[src/hw/rtl/sgpg_pkg.sv]
// Shared types and constants of the spherical grid point generator.
// Depends on nothing; used by every module of the block.
package sgpg_pkg;

    // Configuration register indexes.
    typedef enum logic [2:0] {
        REG_INCL_START   = 3'd0,
        REG_INCL_END     = 3'd1,
        REG_INCL_STEP    = 3'd2,
        REG_AZIM_START   = 3'd3,
        REG_AZIM_END     = 3'd4,
        REG_AZIM_STEP    = 3'd5,
        REG_RADIUS_START = 3'd6,
        REG_RADIUS_STEP  = 3'd7
    } reg_idx_t;

    localparam logic signed [19:0] INCL_START_RST   = -20'sd17157;
    localparam logic signed [19:0] INCL_END_RST     = 20'sd17157;
    localparam logic        [18:0] INCL_STEP_RST    = 19'd2288;
    localparam logic signed [19:0] AZIM_START_RST   = 20'sd0;
    localparam logic signed [19:0] AZIM_END_RST     = 20'sd411775;
    localparam logic        [18:0] AZIM_STEP_RST    = 19'd229;
    localparam logic        [31:0] RADIUS_START_RST = 32'd32768;
    localparam logic        [19:0] RADIUS_STEP_RST  = 20'd655;

    // Angles in Q.30 radians.
    localparam logic signed [37:0] Q30_HALF_PI  = 38'sd1686629713;
    localparam logic signed [37:0] Q30_PI       = 38'sd3373259426;
    localparam logic signed [37:0] Q30_TWO_PI   = 38'sd6746518852;
    localparam logic signed [33:0] Q30_INV_GAIN = 34'sd652032874;
    localparam logic signed [31:0] Q30_ROUND    = 32'sd536870912;

    // One point job handed from the sweep front end to the arithmetic back end.
    typedef struct packed {
        logic               point_valid;
        logic               sweep_last;
        logic signed [20:0] incl;
        logic signed [21:0] azim;
        logic        [31:0] radius;
    } job_t;

    // CORDIC working set: cosine and sine accumulators and residual angle.
    typedef struct packed {
        logic signed [33:0] x;
        logic signed [33:0] y;
        logic signed [37:0] z;
    } cordic_t;

    // Arctangent of 2^-i in Q.30, rounded to nearest, for i up to 23; zero above.
    function automatic logic [29:0] atan_q30(input logic [4:0] i);
        logic [29:0] v;
        case (i)
            5'd0:    v = 30'd843314857;
            5'd1:    v = 30'd497837829;
            5'd2:    v = 30'd263043837;
            5'd3:    v = 30'd133525159;
            5'd4:    v = 30'd67021687;
            5'd5:    v = 30'd33543516;
            5'd6:    v = 30'd16775851;
            5'd7:    v = 30'd8388437;
            5'd8:    v = 30'd4194283;
            5'd9:    v = 30'd2097149;
            5'd10:   v = 30'd1048576;
            5'd11:   v = 30'd524288;
            5'd12:   v = 30'd262144;
            5'd13:   v = 30'd131072;
            5'd14:   v = 30'd65536;
            5'd15:   v = 30'd32768;
            5'd16:   v = 30'd16384;
            5'd17:   v = 30'd8192;
            5'd18:   v = 30'd4096;
            5'd19:   v = 30'd2048;
            5'd20:   v = 30'd1024;
            5'd21:   v = 30'd512;
            5'd22:   v = 30'd256;
            5'd23:   v = 30'd128;
            default: v = 30'd0;
        endcase
        return v;
    endfunction

endpackage

[src/hw/rtl/sgpg_front.sv]
// Front end: configuration registers and the azimuth-by-inclination sweep
// counters; turns each accepted item into a point job. Uses sgpg_pkg.
module sgpg_front (
    input  logic              clk,
    input  logic              rst_n,
    input  logic              cfg_valid,
    output logic              cfg_ready,
    input  logic [2:0]        cfg_index,
    input  logic [31:0]       cfg_data,
    input  logic              push,
    input  logic              restart,
    input  logic              q_full,
    output logic              job_wr,
    output sgpg_pkg::job_t    job
);

    logic signed [19:0] incl_start_reg, incl_end_reg, azim_start_reg, azim_end_reg;
    logic        [18:0] incl_step_reg, azim_step_reg;
    logic        [31:0] radius_start_reg;
    logic        [19:0] radius_step_reg;

    logic signed [20:0] incl_now_reg, incl_now_next;
    logic signed [21:0] azim_now_reg, azim_now_next;
    logic        [31:0] radius_now_reg, radius_now_next;

    logic signed [23:0] istep_s, astep_s, incl_bound, azim_bound;
    logic signed [23:0] incl_inc, azim_inc;
    logic signed [20:0] incl_cur;
    logic signed [21:0] azim_cur;
    logic        [31:0] radius_cur;
    logic        [32:0] radius_sum;
    logic               start_empty, stale, use_start, incl_wrap, azim_wrap, accept;

    assign cfg_ready = 1'b1;
    assign accept    = push && !q_full;
    assign job_wr    = accept;

    always_ff @(posedge clk or negedge rst_n)
    begin
        if (!rst_n)
        begin
            incl_start_reg   <= sgpg_pkg::INCL_START_RST;
            incl_end_reg     <= sgpg_pkg::INCL_END_RST;
            incl_step_reg    <= sgpg_pkg::INCL_STEP_RST;
            azim_start_reg   <= sgpg_pkg::AZIM_START_RST;
            azim_end_reg     <= sgpg_pkg::AZIM_END_RST;
            azim_step_reg    <= sgpg_pkg::AZIM_STEP_RST;
            radius_start_reg <= sgpg_pkg::RADIUS_START_RST;
            radius_step_reg  <= sgpg_pkg::RADIUS_STEP_RST;
        end
        else if (cfg_valid)
        begin
            case (sgpg_pkg::reg_idx_t'(cfg_index))
                sgpg_pkg::REG_INCL_START:   incl_start_reg   <= $signed(cfg_data[19:0]);
                sgpg_pkg::REG_INCL_END:     incl_end_reg     <= $signed(cfg_data[19:0]);
                sgpg_pkg::REG_INCL_STEP:    incl_step_reg    <= cfg_data[18:0];
                sgpg_pkg::REG_AZIM_START:   azim_start_reg   <= $signed(cfg_data[19:0]);
                sgpg_pkg::REG_AZIM_END:     azim_end_reg     <= $signed(cfg_data[19:0]);
                sgpg_pkg::REG_AZIM_STEP:    azim_step_reg    <= cfg_data[18:0];
                sgpg_pkg::REG_RADIUS_START: radius_start_reg <= cfg_data;
                sgpg_pkg::REG_RADIUS_STEP:  radius_step_reg  <= cfg_data[19:0];
                default:                    incl_step_reg    <= incl_step_reg;
            endcase
        end
    end

    always_comb
    begin
        istep_s    = $signed(24'(incl_step_reg));
        astep_s    = $signed(24'(azim_step_reg));
        incl_bound = 24'(incl_end_reg) + istep_s;
        azim_bound = 24'(azim_end_reg) + (astep_s <<< 1);

        start_empty = (24'(incl_start_reg) >= incl_bound) ||
                      (24'(azim_start_reg) >= azim_bound);
        // A register write may leave the running position past its bound.
        stale       = (24'(incl_now_reg) >= incl_bound) ||
                      (24'(azim_now_reg) >= azim_bound);
        use_start   = restart || stale;

        incl_cur   = use_start ? 21'(incl_start_reg) : incl_now_reg;
        azim_cur   = use_start ? 22'(azim_start_reg) : azim_now_reg;
        radius_cur = use_start ? radius_start_reg : radius_now_reg;

        incl_inc   = 24'(incl_cur) + istep_s;
        azim_inc   = 24'(azim_cur) + astep_s;
        incl_wrap  = !(incl_inc < incl_bound);
        azim_wrap  = !(azim_inc < azim_bound);
        radius_sum = {1'b0, radius_cur} + 33'(radius_step_reg);

        job.point_valid = !start_empty;
        job.sweep_last  = 1'b0;
        job.incl        = incl_cur;
        job.azim        = azim_cur;
        job.radius      = radius_cur;

        incl_now_next   = incl_now_reg;
        azim_now_next   = azim_now_reg;
        radius_now_next = radius_now_reg;

        if (start_empty)
        begin
            if (restart)
            begin
                incl_now_next   = 21'(incl_start_reg);
                azim_now_next   = 22'(azim_start_reg);
                radius_now_next = radius_start_reg;
            end
        end
        else if (!incl_wrap)
        begin
            incl_now_next   = 21'(incl_inc);
            azim_now_next   = azim_cur;
            radius_now_next = radius_cur;
        end
        else
        begin
            incl_now_next = 21'(incl_start_reg);
            if (!azim_wrap)
            begin
                azim_now_next   = 22'(azim_inc);
                radius_now_next = radius_sum[32] ? 32'hFFFF_FFFF : radius_sum[31:0];
            end
            else
            begin
                // End of the sweep: back to the first grid point.
                azim_now_next   = 22'(azim_start_reg);
                radius_now_next = radius_start_reg;
                job.sweep_last  = 1'b1;
            end
        end
    end

    always_ff @(posedge clk or negedge rst_n)
    begin
        if (!rst_n)
        begin
            incl_now_reg   <= 21'(sgpg_pkg::INCL_START_RST);
            azim_now_reg   <= 22'(sgpg_pkg::AZIM_START_RST);
            radius_now_reg <= sgpg_pkg::RADIUS_START_RST;
        end
        else if (accept)
        begin
            incl_now_reg   <= incl_now_next;
            azim_now_reg   <= azim_now_next;
            radius_now_reg <= radius_now_next;
        end
    end

endmodule

[config.mk]
export PLATFORM = sky130hd
export DESIGN_NAME = sgpg_front
export DESIGN_NICKNAME = d
export VERILOG_FILES = /design/src/hw/rtl/sgpg_pkg.sv /design/src/hw/rtl/sgpg_front.sv
export SDC_FILE = /design/constraint.sdc
export NUM_CORES = 1
export LEC_CHECK = 0
export ABC_AREA = 1
export BUFFER_PORTS_ARGS = -buffer_cell sky130_fd_sc_hd__buf_4
export CAP_MARGIN = 40
export CORE_MARGIN = 5
export CORE_UTILIZATION = 61
export DETAILED_ROUTE_END_ITERATION = 10
export GPL_TIMING_DRIVEN = 0
export MAX_ROUTING_LAYER = met4
export PLACE_DENSITY = 0.84
export SYNTH_ARGS = -nofsm -noshare
export SYNTH_HDL_FRONTEND = slang
export SYNTH_SLANG_ARGS = --single-unit
export TNS_END_PERCENT = 5
[constraint.sdc]
create_clock -name clk -period 15.6 [get_ports clk]
set_clock_uncertainty 0.15 [all_clocks]
set_input_delay 1.56 -clock clk [delete_from_list [all_inputs] [get_ports clk]]
set_output_delay 1.56 -clock clk [all_outputs]
set_load 0.1 [all_outputs]
==> qor.txt <==
Initial Util: 62.2%
PostCTS Resize Cnt: 0
DRT Pass-1 Iters: 8
Syn Inst Count: 2799
Die Span X: 190 um
Area growth from synthesis to layout: 13.2%
Total Routed Length: 68700 um
Most used cell, CP: nand2_1
Fin. max-slew vios: 0
Arr. time, crit path: 10.77 ns
Avg Inst Size Synth: 7.04 um^2
CTS tree: yes
Top_reg_cell synth: dfrtp_1
Clock Path Buffers: 3
Cts bufs inserted: 29
Critical Path Fanout Max: 10
FF/Latch Area: 0.00621 mm^2
Status: complete, no violations
Worst Setup End Kind: output port
GRT Residual Overflow: 0
Final GP Congestion: 1.07
Period Utilization, post-route: 80.0%
Final Hold Viols: 0
CORE AREA: 0.0317 mm^2
H-Tree Level Count: 1
F_max: 80.1 MHz
Post-Syn Area: 0.0197 mm^2
Synth warn: 0
# Post-CTS Setup Buffers: 0
DRC violations left: 0
Max cap viols: 0
CTS clock-pin slew for the worst setup and hold paths: 0.06 ns
Worst-Skew Late Latency: 0.58 ns
Cell Rows: 65
Worst slew pin tran: 0.924 ns
Root Buffer: clkbuf_16
Worst setup SP type: register
Pin count of the biggest net entering global routing: 122
Post-synth ARST share: 100%
Multi-input logic area: 0.0117 mm^2
Worst Hold Class: reg -> reg
Die Y-Extent: 190 um
Fin crit period: 12.48 ns
GR Util All Layers: 38.5%
I/O Buffers: 118
Starting DRT DRC Count: 2352
Seq/Total Area, Yosys: 31.5%
First-pass GRT wire length: 108000 um
Synth Register Bits: 245
Vias in the first global route: 19854
Vias per cell: 6.15
Post-Syn Nets: 3056
R2R setup slack: 5.16 ns
Critical Path Max Stage Delay: 0.64 ns
CP required: 13.89 ns
Clk sinks: 245
Count of cell types in the netlist: 56
Initial antenna violation count: 1
CTS Hold Bufs: 0
Layout net count: 3210
Slowest stage cell on the critical path: clkbuf_1
DP HPWL: 52400 um
CP Class: reg -> out
Final setup violation count: 0
Layout cells sized above 1: 11.1%
WL per Instance: 20.3 um
Post-synth EDFFs: 0
Top Ports: 120
TNS Setup: 0 ns
Via count: 20791
Fillers: 2691
Routed Antenna Nets: 0
RSZ-0062 raised after global routing: no
Die ar.: 0.0360 mm^2
Slew headroom: 37.7%
==> worst paths after layout <==
path,depth (start not counted),to,start
min in group asynchronous,1,azim_step_reg[1],rst_n
hold reg to reg,2,radius_start_reg[11],radius_start_reg[11]
max in group asynchronous,2,radius_step_reg[17],rst_n
hold / removal,2,radius_start_reg[11],radius_start_reg[11]
setup / recovery,58,job[75],incl_end_reg[0]
setup reg to reg,58,incl_now_reg[7],incl_end_reg[0]
==> layout make-up <==
class	count	share of cell area, %
Clock buffer	36	3.55
Buffer	105	2.17
Antenna cell	2	0.0224
Sequential cell	245	27.9
Clock inverter	18	1.49
Timing Repair Buffer	123	4.32
Multi-Input combinational cell	2104	52.5
Inverter	345	5.82
Tap cell	402	2.25
==> critical path: cells and delay by family (launching register included) <==
family          cells  cell delay, ns
buf+inv             8            1.79
flops               1            0.55
fa+ha+maj           5            1.71
compound gates     11            2.01
simple gates       32            3.47
xor+xnor            2            0.62
==> cell usage after synthesis (17+ instances only) <==
cell        n  share of area, %
a21oi_1   243               6.2
buf_2      24              0.61
clkbuf_1   66               1.3
dfrtp_1   178                23
dfstp_2    67               8.9
ha_1      211                13
inv_1     327               6.2
inv_2      17              0.32
nand2_1   666                13
nand3_1   152               3.9
nand4_1    67               2.1
nor2_1    236               4.5
nor3_1     17              0.43
o211ai_1   21              0.80
o21ai_0   287               7.3
o22ai_1    19              0.60
xnor2_1    21              0.93
xor2_1     48               2.1
==> layer usage <==
layer  wire length [um]  share of wire (%)  GRT usage [%]  up-vias
met5                  0                  0              -        -
met1              27000                 39           49.6     9669
met2              29900                 43           58.6     1232
met4               4640                6.8           21.1        0
li1                   -                  -              -     9635
met3               7190                 10           6.06      255
==> cells by family after synthesis <==
family	after synthesis	synth area share, %
AOI/OAI and AO/OA	636	17.3
other	1	0.0190
adders and majority gates	216	13.9
muxes	1	0.0571
DFF	245	31.5
buffers and inverters	450	9.04
xor gates and xnor gates	69	3.07
and+or+nand+nor	1181	25.1
==> per-stage QoR <==
stage,setup slack [ns],cells,area [um^2],utilization [%],hold WS (ns)
floorplan,2.61,2799,19700,-,0.303
CTS,3.44,3378,22300,70.3,0.340
finish,3.12,3380,22300,70.3,0.345
global placement,4.14,3319,21100,66.5,0.318
detailed placement,4.07,3324,21200,66.8,0.325
global route,2.55,3379,22300,70.3,0.368
==> cell usage in the layout, fill, tap and decap left out, types with 3 or more instances in the layout <==
cell	n
o21a_1	4
o22ai_1	19
buf_1	3
o21ai_2	4
a31oi_1	14
buf_6	4
inv_2	17
a21o_1	5
or2_2	9
buf_4	125
and3_1	3
xnor2_1	21
nor3_1	17
nand2_1	666
clkinv_2	3
nor4_1	7
a21oi_1	243
clkbuf_1	69
o21ai_1	13
o21ai_0	287
dfstp_2	67
clkbuf_16	29
o221ai_1	3
inv_1	327
nand3_1	152
nand4_1	67
buf_2	27
nand2_2	12
xor2_1	48
ha_1	211
o21bai_1	7
clkinvlp_4	5
clkbuf_8	4
o211ai_1	21
fa_1	5
dfrtp_1	178
nor2_1	236
bufinv_16	9
Power is not shown: default switching activity piles up to over one toggle a cycle in this logic, so the estimate is an artifact.
