[src/hw/rtl/sgpg_pkg.sv]
// Shared types and constants of the spherical grid point generator.
// Depends on nothing; used by every module of the block.
package sgpg_pkg;

    // Configuration register indexes.
    typedef enum logic [2:0] {
        REG_INCL_START   = 3'd0,
        REG_INCL_END     = 3'd1,
        REG_INCL_STEP    = 3'd2,
        REG_AZIM_START   = 3'd3,
        REG_AZIM_END     = 3'd4,
        REG_AZIM_STEP    = 3'd5,
        REG_RADIUS_START = 3'd6,
        REG_RADIUS_STEP  = 3'd7
    } reg_idx_t;

    localparam logic signed [19:0] INCL_START_RST   = -20'sd17157;
    localparam logic signed [19:0] INCL_END_RST     = 20'sd17157;
    localparam logic        [18:0] INCL_STEP_RST    = 19'd2288;
    localparam logic signed [19:0] AZIM_START_RST   = 20'sd0;
    localparam logic signed [19:0] AZIM_END_RST     = 20'sd411775;
    localparam logic        [18:0] AZIM_STEP_RST    = 19'd229;
    localparam logic        [31:0] RADIUS_START_RST = 32'd32768;
    localparam logic        [19:0] RADIUS_STEP_RST  = 20'd655;

    // Angles in Q.30 radians.
    localparam logic signed [37:0] Q30_HALF_PI  = 38'sd1686629713;
    localparam logic signed [37:0] Q30_PI       = 38'sd3373259426;
    localparam logic signed [37:0] Q30_TWO_PI   = 38'sd6746518852;
    localparam logic signed [33:0] Q30_INV_GAIN = 34'sd652032874;
    localparam logic signed [31:0] Q30_ROUND    = 32'sd536870912;

    // One point job handed from the sweep front end to the arithmetic back end.
    typedef struct packed {
        logic               point_valid;
        logic               sweep_last;
        logic signed [20:0] incl;
        logic signed [21:0] azim;
        logic        [31:0] radius;
    } job_t;

    // CORDIC working set: cosine and sine accumulators and residual angle.
    typedef struct packed {
        logic signed [33:0] x;
        logic signed [33:0] y;
        logic signed [37:0] z;
    } cordic_t;

    // Arctangent of 2^-i in Q.30, rounded to nearest, for i up to 23; zero above.
    function automatic logic [29:0] atan_q30(input logic [4:0] i);
        logic [29:0] v;
        case (i)
            5'd0:    v = 30'd843314857;
            5'd1:    v = 30'd497837829;
            5'd2:    v = 30'd263043837;
            5'd3:    v = 30'd133525159;
            5'd4:    v = 30'd67021687;
            5'd5:    v = 30'd33543516;
            5'd6:    v = 30'd16775851;
            5'd7:    v = 30'd8388437;
            5'd8:    v = 30'd4194283;
            5'd9:    v = 30'd2097149;
            5'd10:   v = 30'd1048576;
            5'd11:   v = 30'd524288;
            5'd12:   v = 30'd262144;
            5'd13:   v = 30'd131072;
            5'd14:   v = 30'd65536;
            5'd15:   v = 30'd32768;
            5'd16:   v = 30'd16384;
            5'd17:   v = 30'd8192;
            5'd18:   v = 30'd4096;
            5'd19:   v = 30'd2048;
            5'd20:   v = 30'd1024;
            5'd21:   v = 30'd512;
            5'd22:   v = 30'd256;
            5'd23:   v = 30'd128;
            default: v = 30'd0;
        endcase
        return v;
    endfunction

endpackage

[src/hw/rtl/sgpg_queue.sv]
// Short job queue between the sweep front end and the arithmetic back end.
// Holds sgpg_pkg::job_t entries in registers.
module sgpg_queue #(
    parameter int DEPTH = 2
) (
    input  logic           clk,
    input  logic           rst_n,
    input  logic           wr_en,
    input  sgpg_pkg::job_t wr_data,
    output logic           full,
    input  logic           rd_en,
    output sgpg_pkg::job_t rd_data,
    output logic           empty
);

    localparam int PTR_W = (DEPTH > 1) ? $clog2(DEPTH) : 1;
    localparam int CNT_W = $clog2(DEPTH + 1);

    sgpg_pkg::job_t     mem [DEPTH];
    logic [PTR_W-1:0]   wr_ptr_reg, wr_ptr_next, rd_ptr_reg, rd_ptr_next;
    logic [CNT_W-1:0]   count_reg, count_next;

    assign full    = (count_reg == CNT_W'(DEPTH));
    assign empty   = (count_reg == '0);
    assign rd_data = mem[rd_ptr_reg];

    always_comb
    begin
        wr_ptr_next = wr_ptr_reg;
        rd_ptr_next = rd_ptr_reg;
        count_next  = count_reg;
        if (wr_en)
        begin
            wr_ptr_next = (wr_ptr_reg == PTR_W'(DEPTH - 1)) ? '0 : wr_ptr_reg + 1'b1;
        end
        if (rd_en)
        begin
            rd_ptr_next = (rd_ptr_reg == PTR_W'(DEPTH - 1)) ? '0 : rd_ptr_reg + 1'b1;
        end
        if (wr_en && !rd_en)
        begin
            count_next = count_reg + 1'b1;
        end
        else if (rd_en && !wr_en)
        begin
            count_next = count_reg - 1'b1;
        end
    end

    always_ff @(posedge clk)
    begin
        if (wr_en)
        begin
            mem[wr_ptr_reg] <= wr_data;
        end
    end

    always_ff @(posedge clk or negedge rst_n)
    begin
        if (!rst_n)
        begin
            wr_ptr_reg <= '0;
            rd_ptr_reg <= '0;
            count_reg  <= '0;
        end
        else
        begin
            wr_ptr_reg <= wr_ptr_next;
            rd_ptr_reg <= rd_ptr_next;
            count_reg  <= count_next;
        end
    end

    a_count_bound: assert property (@(posedge clk) disable iff (!rst_n)
        count_reg <= CNT_W'(DEPTH))
        else $error("job queue holds more items than its depth");

    a_no_overrun: assert property (@(posedge clk) disable iff (!rst_n)
        !(wr_en && full))
        else $error("job written into a full queue");

    a_no_underrun: assert property (@(posedge clk) disable iff (!rst_n)
        !(rd_en && empty))
        else $error("job read from an empty queue");

endmodule

[config.mk]
export PLATFORM = sky130hd
export DESIGN_NAME = sgpg_queue
export DESIGN_NICKNAME = d
export VERILOG_FILES = /design/src/hw/rtl/sgpg_pkg.sv /design/src/hw/rtl/sgpg_queue.sv
export SDC_FILE = /design/constraint.sdc
export NUM_CORES = 1
export LEC_CHECK = 0
export BUFFER_PORTS_ARGS = -buffer_cell sky130_fd_sc_hd__buf_2
export CORE_UTILIZATION = 35
export CTS_CLUSTER_DIAMETER = 40
export DETAILED_ROUTE_END_ITERATION = 10
export GPL_ROUTABILITY_DRIVEN = 0
export PLACE_DENSITY = 0.57
export SYNTH_ARGS = -nofsm -noshare
export SYNTH_HDL_FRONTEND = slang
export SYNTH_SLANG_ARGS = --single-unit
[constraint.sdc]
create_clock -name clk -period 5.1 [get_ports clk]
set_input_delay 1.53 -clock clk [delete_from_list [all_inputs] [get_ports clk]]
set_output_delay 1.53 -clock clk [all_outputs]
set_load 0.005 [all_outputs]
==> results of run 1 <==
==> report_power, final <==
part / switching (mW) / internal, mW
registers: 0.121 / 1.73
logic: 0.442 / 0.537
clock network: 0.483 / 0.661
==> Yosys cell counts <==
cell | n | area [um^2]
edfxtp_1 | 154 | 4620
mux2_2 | 57 | 642
mux2_4 | 20 | 300
buf_2 | 5 | 25.0
buf_6 | 4 | 45.0
dfrtp_1 | 4 | 100
xor2_1 | 4 | 35.0
nor2_1 | 2 | 7.51
nor2b_1 | 2 | 12.5
and2_1 | 1 | 6.26
ha_1 | 1 | 12.5
inv_1 | 1 | 3.75
xnor2_1 | 1 | 8.76
==> final timing paths <==
kind,slack [ns],from,cells past startpoint,endpoint
worst min-delay path,0.51,count_reg[1]$_DFFE_PN0P_,1,count_reg[1]$_DFFE_PN0P_
worst max register to register,3.36,wr_ptr_reg$_DFFE_PN0P_,1,mem[1][27]$_DFFE_PP_
max in group asynchronous,4.05,rst_n,1,rd_ptr_reg$_DFFE_PN0P_
min in group asynchronous,0.91,rst_n,1,rd_ptr_reg$_DFFE_PN0P_
worst min register to register,0.51,count_reg[1]$_DFFE_PN0P_,1,count_reg[1]$_DFFE_PN0P_
worst max-delay path,1.29,rd_ptr_reg$_DFFE_PN0P_,3,rd_data[18]
==> logic make-up (layout without fill, tap and decap cells) <==
group,count (synthesis),after routing,share of synthesized area [%]
AND/OR/NAND/NOR,5,5,0.451
XOR/XNOR,5,5,0.752
multiplexers,77,77,16.2
adder cells (fa/ha/maj),1,1,0.215
buffers and inverters,10,195,1.27
flip-flops,158,158,81.1
==> worst max-delay path, delay by kind of cell, from the launching register on <==
kind                   cells  cell delay, ns
flip-flops                 1            0.76
multiplexers               1            0.42
buffers and inverters      2            0.67
==> per-layer routing <==
metal  share of wire [%]  vias to the layer above  track usage, %
met5                   0                        -               0
met4                 1.3                        0            5.27
met3                 7.2                       10            5.37
met2                  50                      104            20.6
met1                  42                     1434            14.5
li1                    -                     1359               -
==> per-stage QoR <==
step	instances	setup slack [ns]	cell area (um^2)	total power [mW]	hold WS [ns]
3_5_place_dp	626	1.65	6860	2.89	0.502
6_report	657	1.29	7390	3.97	0.515
3_3_place_gp	626	1.66	6860	2.87	0.473
5_1_grt	657	1.12	7390	4.19	0.548
2_1_floorplan	256	1.12	5830	2.49	0.456
4_1_cts	657	1.19	7390	4.04	0.516
==> area by class of cell <==
class / instances / area [um^2] / area share, %
repair buffers: 163 / 826 / 11.2
inverters: 1 / 3.75 / 0.0508
multi-input cells: 88 / 1030 / 14.0
well taps: 216 / 270 / 3.66
flip-flops and latches: 158 / 4730 / 64.0
clock inverters: 13 / 101 / 1.37
clock buffers: 18 / 429 / 5.80
==> key figures, run 1 <==
STA
  – Tmin final: around 3.8 ns
  – Setup Viol. Count Final: 0
  – Rel. slew slack: roughly 29%
  – Setup tns final: 0 ns
  – Fmax: roughly 0.26 GHz
  – Skew final: 0.00582 ns
  – RSZ-0062 raised after global routing: no
  – Max Transition Viols Final: 0
  – Fin. Hold Viols: 0
  – Tcrit/Tclk final: 74.6%
  – Actual slew at the worst max-slew pin: roughly 1.1 ns

Layout
  – Final Net Count: slightly above 500
  – Fillers: 1411
  – Final Util: 46.0%
  – Antenna cell count: 0
  – Max FFs per register: 154
  – Commonest non-fill, non-tap cell in the layout: buf_2
  – Share of cells above drive strength 1: 61.5%
  – Layout area overhead: 27.0%
  – Most frequent cells in the layout: buf_2, edfxtp_1, mux2_2

Floorplanning
  – Die outline height: between 100 and 150 um
  – Site row count: 46
  – Core Area: ~0.016 mm^2
  – Die ar.: about 0.017 mm^2
  – Initial core utilization: a little over a third
  – Die width: roughly 130 um
  – I/O pins: 160

Logic synthesis
  – Gate Count Post-Synth: 256
  – Net Count, Synth: 338
  – Seq/Total Area, Yosys: about four fifths
  – Netlist Area Pre-Place: just under 0.006 mm^2
  – Yosys warnings: 0
  – Netlist cell types: 13
  – FF+latch count, synth: about 160
  – Syn_area_per_cell: between 20 and 25 um^2

Clock tree
  – CTS max path bufs: 2
  – Cts bufs inserted: 17
  – Cts repair resizes: 0
  – # clock sinks: 158
  – Clock transition at path regs: roughly 0.060 ns
  – # Post-CTS Setup Buffers: 0
  – # hold bufs at CTS: 0
  – H-tree levels: 4
  – Clock Latency Late Sink: ~0.41 ns
  – TritonCTS clock tree: yes
  – Root buffer cell: clkbuf_16

Run
  – Max Cap Viol: 0

Critical path
  – Critical path cell sequence: buf_4, mux2_2, buf_2
  – Slowest CP cell: dfrtp_4
  – Setup CP Type: reg -> out
  – Arrival time at the worst endpoint: around 2.3 ns
  – CP max stage delay: approximately 0.76 ns
  – CP Max Fanout: 36
  – CP endpoint kind: primary output
  – Startpoint Class: register
  – Required @ worst endpoint: ~3.6 ns

Power
  – Pwr/cell area: 537 mW/mm^2
  – Worst VDD drop: 0.272 mV
  – Leak Pwr: 2.84 nW

Route
  – Detailed Routing Iterations Pass 1: 4
  – Initial drt markers: 131
  – Final ANT Viol Nets: 0
  – Routed len/inst: 15.8 um
  – Vias per cell: roughly 4.4
  – Final WL: ~10000 um
  – Via Count: 2907
  – DRC violations left: 0

Global route
  – Pin count of the biggest net entering global routing: between 70 and 80
  – First-pass GRT wire length: roughly 16000 um
  – Number of antenna violations at the first check in global routing: 0
  – Grt total ovfl: 0
  – Total GRT Usage: between 10% and 20%
  – Vias in the first global route: between 3000 and 4000

Hold path
  – HP Class: reg -> reg

Placement
  – Port-buffer cells: roughly 160
  – Detailed Place HPWL: roughly 6600 um

Outcome
  – Run status: completed
Power figures use the tool's default switching activity.
==> run 2, diff against run 1 <==
- PLACE_DENSITY: 0.57 -> 0.59
- clock period: 5.1 -> 3.4 ns (I/O delays scaled with it)
==> key figures, run 2 (synthesized netlist as in run 1, its figures left out) <==
Layout
  – Fillers: about 1400
  – Final Util: a little under half
  – Layout Cells excl Fill: 659
  – Layout area overhead: 27.6%
  – Commonest non-fill, non-tap cell in the layout: buf_2
  – Antenna cell count: 0
  – Max FFs per register: roughly 150
  – Most frequent cells in the layout: buf_2, edfxtp_1, mux2_2
  – Final Net Count: a little over 500
  – Share of cells above drive strength 1: around three fifths
  – Final instance area: 0.00743 mm^2

Floorplanning
  – I/O pins: 160
  – Core Area: about 0.016 mm^2
  – Die outline height: roughly 130 um
  – Site row count: 46
  – Initial core utilization: a little over a third
  – Die ar.: about 0.017 mm^2
  – Die width: 131 um

Power
  – Leak Pwr: between 2 and 3 nW
  – Clock power frac: about 29%
  – Pwr/cell area: around 800 mW/mm^2
  – Sw power: 1.56 mW
  – Int Pwr: between 4 and 5 mW
  – Switching Fraction: between 20% and 30%
  – Worst VDD drop: ~0.38 mV
  – Flop pwr share: around 45%
  – Gate power share: between 20% and 30%

Clock tree
  – TritonCTS clock tree: yes
  – # hold bufs at CTS: 0
  – H-tree levels: 4
  – Clock transition at path regs: approximately 0.060 ns
  – Clock Latency Late Sink: about 0.4 ns
  – # clock sinks: between 150 and 200
  – # Post-CTS Setup Buffers: 0
  – CTS max path bufs: 2
  – Cts repair resizes: 0
  – Root buffer cell: clkbuf_16
  – Cts bufs inserted: 17

Critical path
  – CP Max Fanout: 78
  – Arrival time at the worst endpoint: around 1.8 ns
  – Required @ worst endpoint: 2.38 ns
  – Startpoint Class: register
  – Setup CP Type: reg -> out
  – CP endpoint kind: primary output

STA
  – Actual slew at the worst max-slew pin: 0.500 ns
  – Fmax: 0.352 GHz
  – Skew final: 0.00715 ns
  – Rel. slew slack: roughly 67%
  – Max Transition Viols Final: 0
  – Worst setup margin: about 0.56 ns
  – Tmin final: about 2.8 ns
  – Fin. Hold Viols: 0
  – RSZ-0062 raised after global routing: no
  – Setup Viol. Count Final: 0
  – Setup tns final: 0 ns
  – Tcrit/Tclk final: approximately 84%

Placement
  – DP Area: 0.00690 mm^2
  – Dpl ws: 0.993 ns
  – Port-buffer cells: 159
  – Detailed Place HPWL: approximately 6500 um
  – Cells after DPL: between 600 and 700

Global route
  – Grt total ovfl: 0
  – First-pass GRT wire length: 15300 um
  – Vias in the first global route: ~3100
  – Number of antenna violations at the first check in global routing: 0
  – Pin count of the biggest net entering global routing: between 70 and 80
  – Total GRT Usage: roughly an eighth

Route
  – Metal2 WL: 5070 um
  – DRC violations left: 0
  – Final WL: slightly above 10000 um
  – Routed len/inst: ~16 um
  – Final ANT Viol Nets: 0
  – Met3 wire length: around 800 um
  – Detailed Routing Iterations Pass 1: 4
  – Via Count: between 2000 and 3000
  – Met1 WL: around 4200 um
  – Highest routed layer: met4
  – Initial drt markers: 78
  – Vias per cell: 4.45

Run
  – Max Cap Viol: 0

Hold path
  – HP Class: in -> async

Outcome
  – Run status: completed
## run 2: worst paths after layout
check                      slack, ns                       end  cells after the start                      from
setup / recovery                0.56               rd_data[57]                      3    rd_ptr_reg$_DFFE_PN0P_
hold / removal                  0.41  count_reg[1]$_DFFE_PN0P_                      1                     rst_n
setup reg to reg                1.80      mem[1][50]$_DFFE_PP_                      2    wr_ptr_reg$_DFFE_PN0P_
hold reg to reg                 0.49  count_reg[1]$_DFFE_PN0P_                      1  count_reg[1]$_DFFE_PN0P_
max in group asynchronous       2.85    rd_ptr_reg$_DFFE_PN0P_                      1                     rst_n
min in group clk                0.49  count_reg[1]$_DFFE_PN0P_                      1  count_reg[1]$_DFFE_PN0P_
## run 2: per-stage QoR
stage                     power (mW)  hold slack (ns)
after floorplan                 3.73            0.456
after global placement          4.33            0.472
after detailed placement        4.36            0.479
after CTS                       6.08            0.391
after global routing            6.30            0.393
final                           5.98            0.409
## run 2: cell type report
class / count / area (um^2) / area share (%)
Tap cell: 216 / 270 / 3.64
Inverter: 1 / 3.75 / 0.0505
Multi-Input combinational cell: 88 / 1030 / 13.9
Clock buffer: 21 / 440 / 5.93
Timing Repair Buffer: 164 / 858 / 11.6
Sequential cell: 158 / 4730 / 63.6
Clock inverter: 11 / 93.8 / 1.26
## run 2: metal layers
layer | global-route usage [%] | up-vias
li1 | - | 1359
met1 | 14.1 | 1448
met3 | 4.93 | 11
met5 | 0 | -
met4 | 5.07 | 0
met2 | 20.5 | 116
## run 2: worst max-delay path: stages (launching register included)
cell     delay (ns)
dfrtp_4        0.41
buf_12         0.38
mux2_2         0.42
buf_2          0.13
## run 2: power groups by stage
stage | clock (mW) | sequential (mW) | combinational (mW)
detailed placement | 0 | 2.73 | 1.63
floorplan | 0 | 2.71 | 1.02
global placement | 0 | 2.71 | 1.62
finish | 1.71 | 2.68 | 1.59
CTS | 1.76 | 2.69 | 1.64
global route | 1.83 | 2.72 | 1.75
